**config.mk**
```make
export PLATFORM = sky130hd
export DESIGN_NAME = rsa_modular_exponentiation_top
export DESIGN_NICKNAME = d
export VERILOG_FILES = /design/src/rtl/rsa_mexp_pkg.sv /design/src/rtl/rsa_mexp_dp.sv /design/src/rtl/rsa_mexp_ctrl.sv /design/src/rtl/rsa_modular_exponentiation_top.sv
export SDC_FILE = /design/constraint.sdc
export NUM_CORES = 1
export LEC_CHECK = 0
export ABC_AREA = 1
export BUFFER_PORTS_ARGS = -buffer_cell sky130_fd_sc_hd__buf_4
export CAP_MARGIN = 15
export CORE_MARGIN = 8
export CORE_UTILIZATION = 45
export CTS_CLUSTER_SIZE = 28
export DETAILED_ROUTE_END_ITERATION = 16
export PLACE_DENSITY = 0.73
export SLEW_MARGIN = 25
export SYNTH_ARGS = -nofsm -noshare
export SYNTH_HDL_FRONTEND = slang
export SYNTH_SLANG_ARGS = --single-unit
```
**constraint.sdc**
```tcl
create_clock -name clk -period 10.5 [get_ports clk]
set_input_delay 2.625 -clock clk [delete_from_list [all_inputs] [get_ports clk]]
set_output_delay 2.625 -clock clk [all_outputs]
set_load 0.05 [all_outputs]
```
**src/rtl/rsa_mexp_pkg.sv**
```systemverilog
// Shared constants and controller/datapath interface types for the RSA exponentiation engine.
package rsa_mexp_pkg;

  localparam int DEFAULT_WIDTH = 40;

  // Configuration register indexes.
  localparam int CFG_IDX_W = 2;
  localparam logic [CFG_IDX_W-1:0] REG_MODULUS          = 2'd0;
  localparam logic [CFG_IDX_W-1:0] REG_PUBLIC_EXPONENT  = 2'd1;
  localparam logic [CFG_IDX_W-1:0] REG_PRIVATE_EXPONENT = 2'd2;

  // Input operation codes.
  localparam logic OP_ENCRYPT = 1'b0;
  localparam logic OP_DECRYPT = 1'b1;

  // Commands from the controller to the datapath.
  typedef struct packed {
    logic load;         // capture operands, clear the step counter
    logic red_step;     // one restoring-division step of the input reduction
    logic mul_start_a;  // start acc * base
    logic mul_start_sq; // start base * base
    logic mul_step;     // one shift-add step of the modular multiplier
    logic fin_a;        // write the product to acc
    logic fin_sq;       // write the product to base
    logic shift_exp;    // drop the lowest exponent bit
    logic out_load;     // move the final value to the output register
  } rsa_mexp_cmd_t;

  // Status from the datapath to the controller.
  typedef struct packed {
    logic m_le1;
    logic expo_zero;
    logic expo_bit0;
    logic expo_last;
    logic cnt_last;
  } rsa_mexp_stat_t;

endpackage

```
**src/rtl/rsa_mexp_dp.sv**
```systemverilog
// Datapath: operand registers, input reduction and the shared shift-add modular multiplier.
module rsa_mexp_dp import rsa_mexp_pkg::*; #(
  parameter int WIDTH = DEFAULT_WIDTH
) (
  input  logic                 clk,
  input  rsa_mexp_cmd_t        cmd,
  output rsa_mexp_stat_t       stat,
  input  logic [WIDTH-1:0]     modulus,
  input  logic [WIDTH-1:0]     expo_in,
  input  logic [WIDTH-1:0]     value_in,
  output logic [WIDTH-1:0]     result
);

  localparam int CW = $clog2(WIDTH);
  localparam logic [CW-1:0] CNT_LAST = CW'(WIDTH - 1);

  logic [WIDTH-1:0] m;
  logic [WIDTH-1:0] expo;
  logic [WIDTH-1:0] vsh;
  logic [WIDTH-1:0] rem;
  logic [WIDTH-1:0] acc;
  logic [WIDTH-1:0] base;
  logic [WIDTH-1:0] macc;
  logic [WIDTH-1:0] mx;
  logic [WIDTH-1:0] my;
  logic [CW-1:0]    cnt;
  logic [WIDTH-1:0] res;

  logic [WIDTH:0]   rem_t;
  logic [WIDTH-1:0] rem_next;
  logic [WIDTH:0]   dbl;
  logic [WIDTH-1:0] dbl_red;
  logic [WIDTH:0]   sum;
  logic [WIDTH-1:0] macc_next;

  // One restoring-division step: shift in the next value bit, subtract if it fits.
  always_comb begin
    rem_t = {rem, vsh[WIDTH-1]};
    if (rem_t >= {1'b0, m}) begin
      rem_next = rem_t[WIDTH-1:0] - m;
    end else begin
      rem_next = rem_t[WIDTH-1:0];
    end
  end

  // One multiplier step: acc = 2*acc mod m, then add x mod m when the multiplier bit is set.
  always_comb begin
    dbl = {macc, 1'b0};
    if (dbl >= {1'b0, m}) begin
      dbl_red = dbl[WIDTH-1:0] - m;
    end else begin
      dbl_red = dbl[WIDTH-1:0];
    end
    sum = {1'b0, dbl_red} + (my[WIDTH-1] ? {1'b0, mx} : {(WIDTH + 1){1'b0}});
    if (sum >= {1'b0, m}) begin
      macc_next = sum[WIDTH-1:0] - m;
    end else begin
      macc_next = sum[WIDTH-1:0];
    end
  end

  always_ff @(posedge clk) begin
    if (cmd.load) begin
      m    <= modulus;
      expo <= expo_in;
      vsh  <= value_in;
      rem  <= '0;
      cnt  <= '0;
    end

    if (cmd.red_step) begin
      rem <= rem_next;
      vsh <= {vsh[WIDTH-2:0], 1'b0};
      cnt <= cnt + 1'b1;
      if (cnt == CNT_LAST) begin
        base <= rem_next;
        acc  <= {{(WIDTH - 1){1'b0}}, 1'b1};
      end
    end

    // A product that finishes in the same cycle as a new one starts hands the multiplier over.
    if (cmd.mul_start_a || cmd.mul_start_sq) begin
      macc <= '0;
      mx   <= cmd.mul_start_a ? acc : base;
      my   <= base;
      cnt  <= '0;
    end else if (cmd.mul_step) begin
      macc <= macc_next;
      my   <= {my[WIDTH-2:0], 1'b0};
      cnt  <= cnt + 1'b1;
    end
    if (cmd.fin_a) begin
      acc <= macc_next;
    end
    if (cmd.fin_sq) begin
      base <= macc_next;
    end

    if (cmd.shift_exp) begin
      expo <= {1'b0, expo[WIDTH-1:1]};
    end

    if (cmd.out_load) begin
      res <= stat.m_le1 ? '0 : acc;
    end
  end

  assign stat.m_le1     = (m[WIDTH-1:1] == '0);
  assign stat.expo_zero = (expo == '0);
  assign stat.expo_bit0 = expo[0];
  assign stat.expo_last = (expo[WIDTH-1:1] == '0);
  assign stat.cnt_last  = (cnt == CNT_LAST);

  assign result = res;

endmodule

```
**src/rtl/rsa_mexp_ctrl.sv**
```systemverilog
// Controller: sequences reduction, square-and-multiply steps and the output handshake.
module rsa_mexp_ctrl import rsa_mexp_pkg::*; (
  input  logic           clk,
  input  logic           rst,
  input  logic           in_valid,
  output logic           in_stall,
  output logic           out_valid,
  input  logic           out_stall,
  input  rsa_mexp_stat_t stat,
  output rsa_mexp_cmd_t  cmd
);

  localparam logic [2:0] S_IDLE   = 3'd0;
  localparam logic [2:0] S_REDUCE = 3'd1;
  localparam logic [2:0] S_CHECK  = 3'd2;
  localparam logic [2:0] S_MULA   = 3'd3;
  localparam logic [2:0] S_MULSQ  = 3'd4;
  localparam logic [2:0] S_DONE   = 3'd5;

  logic [2:0] state;
  logic [2:0] state_next;
  logic       out_valid_next;

  always_comb begin
    cmd        = '0;
    state_next = state;
    case (state)
      S_IDLE: begin
        if (in_valid) begin
          cmd.load   = 1'b1;
          state_next = S_REDUCE;
        end
      end
      S_REDUCE: begin
        cmd.red_step = 1'b1;
        if (stat.cnt_last) begin
          state_next = S_CHECK;
        end
      end
      S_CHECK: begin
        if (stat.m_le1 || stat.expo_zero) begin
          state_next = S_DONE;
        end else if (stat.expo_bit0) begin
          cmd.mul_start_a = 1'b1;
          state_next      = S_MULA;
        end else begin
          cmd.shift_exp    = 1'b1;
          cmd.mul_start_sq = 1'b1;
          state_next       = S_MULSQ;
        end
      end
      S_MULA: begin
        cmd.mul_step = 1'b1;
        if (stat.cnt_last) begin
          cmd.fin_a = 1'b1;
          if (stat.expo_last) begin
            state_next = S_DONE;
          end else begin
            cmd.shift_exp    = 1'b1;
            cmd.mul_start_sq = 1'b1;
            state_next       = S_MULSQ;
          end
        end
      end
      S_MULSQ: begin
        cmd.mul_step = 1'b1;
        if (stat.cnt_last) begin
          cmd.fin_sq = 1'b1;
          state_next = S_CHECK;
        end
      end
      S_DONE: begin
        // The output register may still hold the previous result.
        if (!out_valid || !out_stall) begin
          cmd.out_load = 1'b1;
          state_next   = S_IDLE;
        end
      end
      default: begin
        state_next = S_IDLE;
      end
    endcase
  end

  assign out_valid_next = cmd.out_load | (out_valid & out_stall);

  always_ff @(posedge clk) begin
    if (rst) begin
      state     <= S_IDLE;
      out_valid <= 1'b0;
    end else begin
      state     <= state_next;
      out_valid <= out_valid_next;
    end
  end

  assign in_stall = (state != S_IDLE);

endmodule

```
**src/rtl/rsa_modular_exponentiation_top.sv**
```systemverilog
// Top level of the RSA modular exponentiation engine: configuration registers and core.
//
// Each transaction on the input channel gives one result, value^exponent mod modulus, where the
// exponent is public_exponent for op = 0 and private_exponent for op = 1. One item is worked at a
// time: the input is stalled from acceptance until the result is moved to the output register.
// An item is first reduced modulo the modulus by restoring division; then, for every exponent
// bit up to the highest set one, there is one bookkeeping state plus a modular product for each
// multiply (when the bit is set) and each square (for every bit below the highest set one). The
// item is accepted in the idle state and handed off from the done state. A modulus of 0 or 1 or
// a zero exponent finishes right after the reduction. The run time is set by the single shift-add
// modular multiplier, which retires one multiplier bit per cycle. The output register lets the
// next item be accepted while a finished result waits.
// Configuration is written through cfg_valid/cfg_index/cfg_data, always ready, and must only be
// written while the engine is idle.
module rsa_modular_exponentiation_top import rsa_mexp_pkg::*; #(
  parameter int WIDTH = DEFAULT_WIDTH
) (
  input  logic                 clk,
  input  logic                 rst,
  input  logic                 cfg_valid,
  output logic                 cfg_ready,
  input  logic [CFG_IDX_W-1:0] cfg_index,
  input  logic [WIDTH-1:0]     cfg_data,
  input  logic                 in_valid,
  output logic                 in_stall,
  input  logic                 op,
  input  logic [WIDTH-1:0]     value,
  output logic                 out_valid,
  input  logic                 out_stall,
  output logic [WIDTH-1:0]     result
);

  logic [WIDTH-1:0] modulus;
  logic [WIDTH-1:0] public_exponent;
  logic [WIDTH-1:0] private_exponent;
  logic [WIDTH-1:0] expo_sel;

  rsa_mexp_cmd_t  cmd;
  rsa_mexp_stat_t stat;

  assign cfg_ready = 1'b1;

  always_ff @(posedge clk) begin
    if (rst) begin
      modulus          <= {{(WIDTH - 1){1'b0}}, 1'b1};
      public_exponent  <= {{(WIDTH - 1){1'b0}}, 1'b1};
      private_exponent <= {{(WIDTH - 1){1'b0}}, 1'b1};
    end else if (cfg_valid && cfg_ready) begin
      case (cfg_index)
        REG_MODULUS:          modulus          <= cfg_data;
        REG_PUBLIC_EXPONENT:  public_exponent  <= cfg_data;
        REG_PRIVATE_EXPONENT: private_exponent <= cfg_data;
        default: begin
        end
      endcase
    end
  end

  assign expo_sel = (op == OP_DECRYPT) ? private_exponent : public_exponent;

  rsa_mexp_ctrl u_ctrl (
    .clk       (clk),
    .rst       (rst),
    .in_valid  (in_valid),
    .in_stall  (in_stall),
    .out_valid (out_valid),
    .out_stall (out_stall),
    .stat      (stat),
    .cmd       (cmd)
  );

  rsa_mexp_dp #(
    .WIDTH (WIDTH)
  ) u_dp (
    .clk      (clk),
    .cmd      (cmd),
    .stat     (stat),
    .modulus  (modulus),
    .expo_in  (expo_sel),
    .value_in (value),
    .result   (result)
  );

endmodule

```
==> impl_metrics.json <==
{
  "r2r_setup_slack_ps": 1470,
  "synth_cells": 4996,
  "dieArea_sq_um": 87330,
  "rsz0062_at_grt": "no",
  "syn_to_final_growth_pct": 11.10,
  "gr-usage-all-layers_pct": 31.06,
  "synth_warnings": 0,
  "post_cts_buffers": 0,
  "dr_total_vias": 33620,
  "synth_fp_nets": 5249,
  "rows": 102,
  "mappedNetlistArea_sq_um": 35160,
  "wirelength_microns": 138700,
  "fin_cells": 6166,
  "required_ps": 10860,
  "synthArstFlopShare_pct": 0,
  "synth.top_cells.by_count": "nand2_1, inv_1, nor2_1",
  "cts_sinks": 530,
  "r2r_cells": 37,
  "netlist_top_cells_area": "edfxtp_1, nand2_1, dfxtp_1, inv_1, nor2_1",
  "fmax_mhz": 110.8,
  "grt_pass1_wl_microns": 202300,
  "dp.cells": 6057,
  "final_util_pct": 50.42,
  "outcome": "complete, no violations",
  "globalRoute.totalOverflow": 0,
  "antenna_found_initial": 1,
  "ant_nets": 0,
  "tns_ps": 0,
  "initial_core_util_pct": 45.38,
  "post-route-min-period_ps": 9028,
  "cp.arrival_ps": 9380,
  "path_class": "reg2reg",
  "cts-root-buf": "clkbuf_16",
  "synth_top_area_share_pct": 30.58,
  "slowest_delay_ps": 630,
  "synth_edf_count": 358,
  "cts_tree": "done",
  "hold_buffers": 0,
  "fin_crit_sh_pct": 85.98,
  "num-nets-final": 5329,
  "clk_pin_slew_ps": 70,
  "r2r-start": "u_dp.m[15]",
  "hold_viol_final": 0,
  "grt_pass1_vias": 31630,
  "ys.flop_type": "edfxtp_1",
  "hp-class": "reg2reg",
  "drt-initial-drc-count": 4010,
  "slew_violations": 0,
  "post_route_cells_drive_above_1_share_pct": 6.498,
  "hpwl_microns": 109400,
  "crit_start": "u_dp.m[15]",
  "clk_path_buf_depth": 3,
  "crit_path_end_kind": "register",
  "coreArea_sq_um": 77470,
  "yosysMostFrequentCell": "nand2_1",
  "n_fill_cell": 7815,
  "dieHeight_microns": 295.5,
  "ctsResizeCount": 0,
  "yosys.cell_types.count": 58,
  "crit_end": "u_dp.base[13]",
  "path_max_fanout": 59,
  "numCtsBuffers": 57,
  "holdWs_ps": 423.7,
  "crit_path_frequent_cell": "nand2_1",
  "synth_seq_cells": 530,
  "r2r_end": "u_dp.base[13]",
  "drv_cap": 0,
  "yosys.area.top_type": "edfxtp_1",
  "slew-limit-headroom_pct": 27.45,
  "fin_worst_skew_ps": 38.62,
  "drtPass1Iterations": 6,
  "setup_viol": 0,
  "boundaryPins": 131,
  "die_w_microns": 295.5,
  "cp-start-kind": "register",
  "clock_latency_ps": 660,
  "place.gp.congestion": 1.082,
  "cp_slowest_cell": "nand4_4",
  "drc": 0,
  "grt_max_degree": 122,
  "portBuffers": 129,
  "tightest_slew_ps": 1077,
  "wire_per_inst_microns": 22.49,
  "post_synth.cell_area_avg_sq_um": 7.037,
  "ys_seq_area_share_pct": 40.37,
  "htreeDepth": 2,
  "viasPerCell": 5.452
}
-- layout by cell type (no fill, tap or decap), types with 4 or more instances in the layout --
cell type	Yosys	layout
fa_1	4	4
o21ai_1	39	39
a21boi_0	6	6
o21a_1	4	4
bufinv_16	0	5
buf_4	8	160
nand3_1	286	284
o21ai_0	304	304
clkinv_2	0	11
or2_2	6	6
ha_1	161	161
edfxtp_1	358	358
inv_1	792	788
nor3_1	27	25
clkbuf_8	0	4
clkinvlp_4	0	5
nand4_1	67	67
a22o_1	38	38
dfxtp_1	172	172
a31oi_1	4	4
clkbuf_16	0	59
clkinv_1	1	11
nor2_4	2	4
o211ai_1	45	45
nor2_1	593	588
o21bai_1	24	24
nand3b_1	21	21
xnor2_1	43	43
clkbuf_1	80	9
nor2_2	21	24
inv_8	0	4
nand2_1	1527	1526
nand2_2	9	9
nand3_2	8	9
a21o_1	4	4
inv_2	5	6
nor3_2	3	5
xor2_1	42	42
a21oi_1	208	207
-- per-layer routing --
layer | up-vias | GRT usage (%) | wire length (microns)
met1 | 15680 | 41.45 | 58210
met3 | 267 | 4.489 | 11130
met2 | 1465 | 48.27 | 59990
met5 | - | 0 | 0
li1 | 16210 | - | -
met4 | 0 | 17.34 | 9344
-- how the worst min path moves through the flow --
stage	cells after the start	start	end	slack, ps
final	0	modulus[30]	u_dp.m[30]	420
after floorplan	0	modulus[10]	u_dp.m[10]	400
after global routing	0	modulus[28]	u_dp.m[28]	430
after detailed placement	0	modulus[32]	u_dp.m[32]	410
after CTS	0	modulus[28]	u_dp.m[28]	410
after global placement	0	modulus[17]	u_dp.m[17]	410
-- registers in the layout, summed over array words and instances (netlist names), 40 cells and up --
name and count:
u_dp.acc 40, u_dp.m 40, public_exponent 40, private_exponent 40, modulus 40, u_dp.result 40
u_dp.expo 40, u_dp.macc 40, u_dp.mx 40, u_dp.vsh 40, u_dp.my 40, u_dp.base 40
u_dp.rem 40
-- area by class of cell --
cell class / count / area (sq um) / area share [%]
tap: 1040 / 1301 / 3.332
clock inverter: 36 / 390.4 / 0.9995
multi-input combinational: 3528 / 17400 / 44.54
timing repair buffer: 161 / 1212 / 3.104
inverter: 798 / 2997 / 7.672
antenna: 1 / 2.502 / 0.006407
sequential: 530 / 14190 / 36.34
clock buffer: 72 / 1565 / 4.007
-- critical path: cells and delay by family (launching register included) --
family / cells / cell delay [ps]
flip-flops: 1 / 400
XOR/XNOR: 1 / 520
adder cells (fa/ha/maj): 4 / 1560
buffers and inverters: 8 / 1820
AND/OR/NAND/NOR: 23 / 4210
AO/OA/AOI/OAI: 1 / 110
-- per-stage QoR --
stage / instance area (sq um) / setup slack, ps
CTS: 39050 / 1843
finish: 39060 / 1472
global route: 39060 / 1158
detailed placement: 37100 / 1874
floorplan: 35160 / 5179
global placement: 37100 / 1792
-- logic make-up (layout without fill, tap and decap cells) --
logic type	Yosys count	count (layout)	share of synthesized area [%]
buffers and inverters	938	1067	10.34
AO/OA/AOI/OAI	687	687	10.89
AND/OR/NAND/NOR	2590	2590	30.31
adder cells (fa/ha/maj)	165	165	5.958
flip-flops	530	530	40.37
other	1	2	0.01067
XOR/XNOR	85	85	2.118
Power is left out: the tool's default activity adds up to more than one toggle a clock period on the data nets, which glitch-free logic cannot reach.
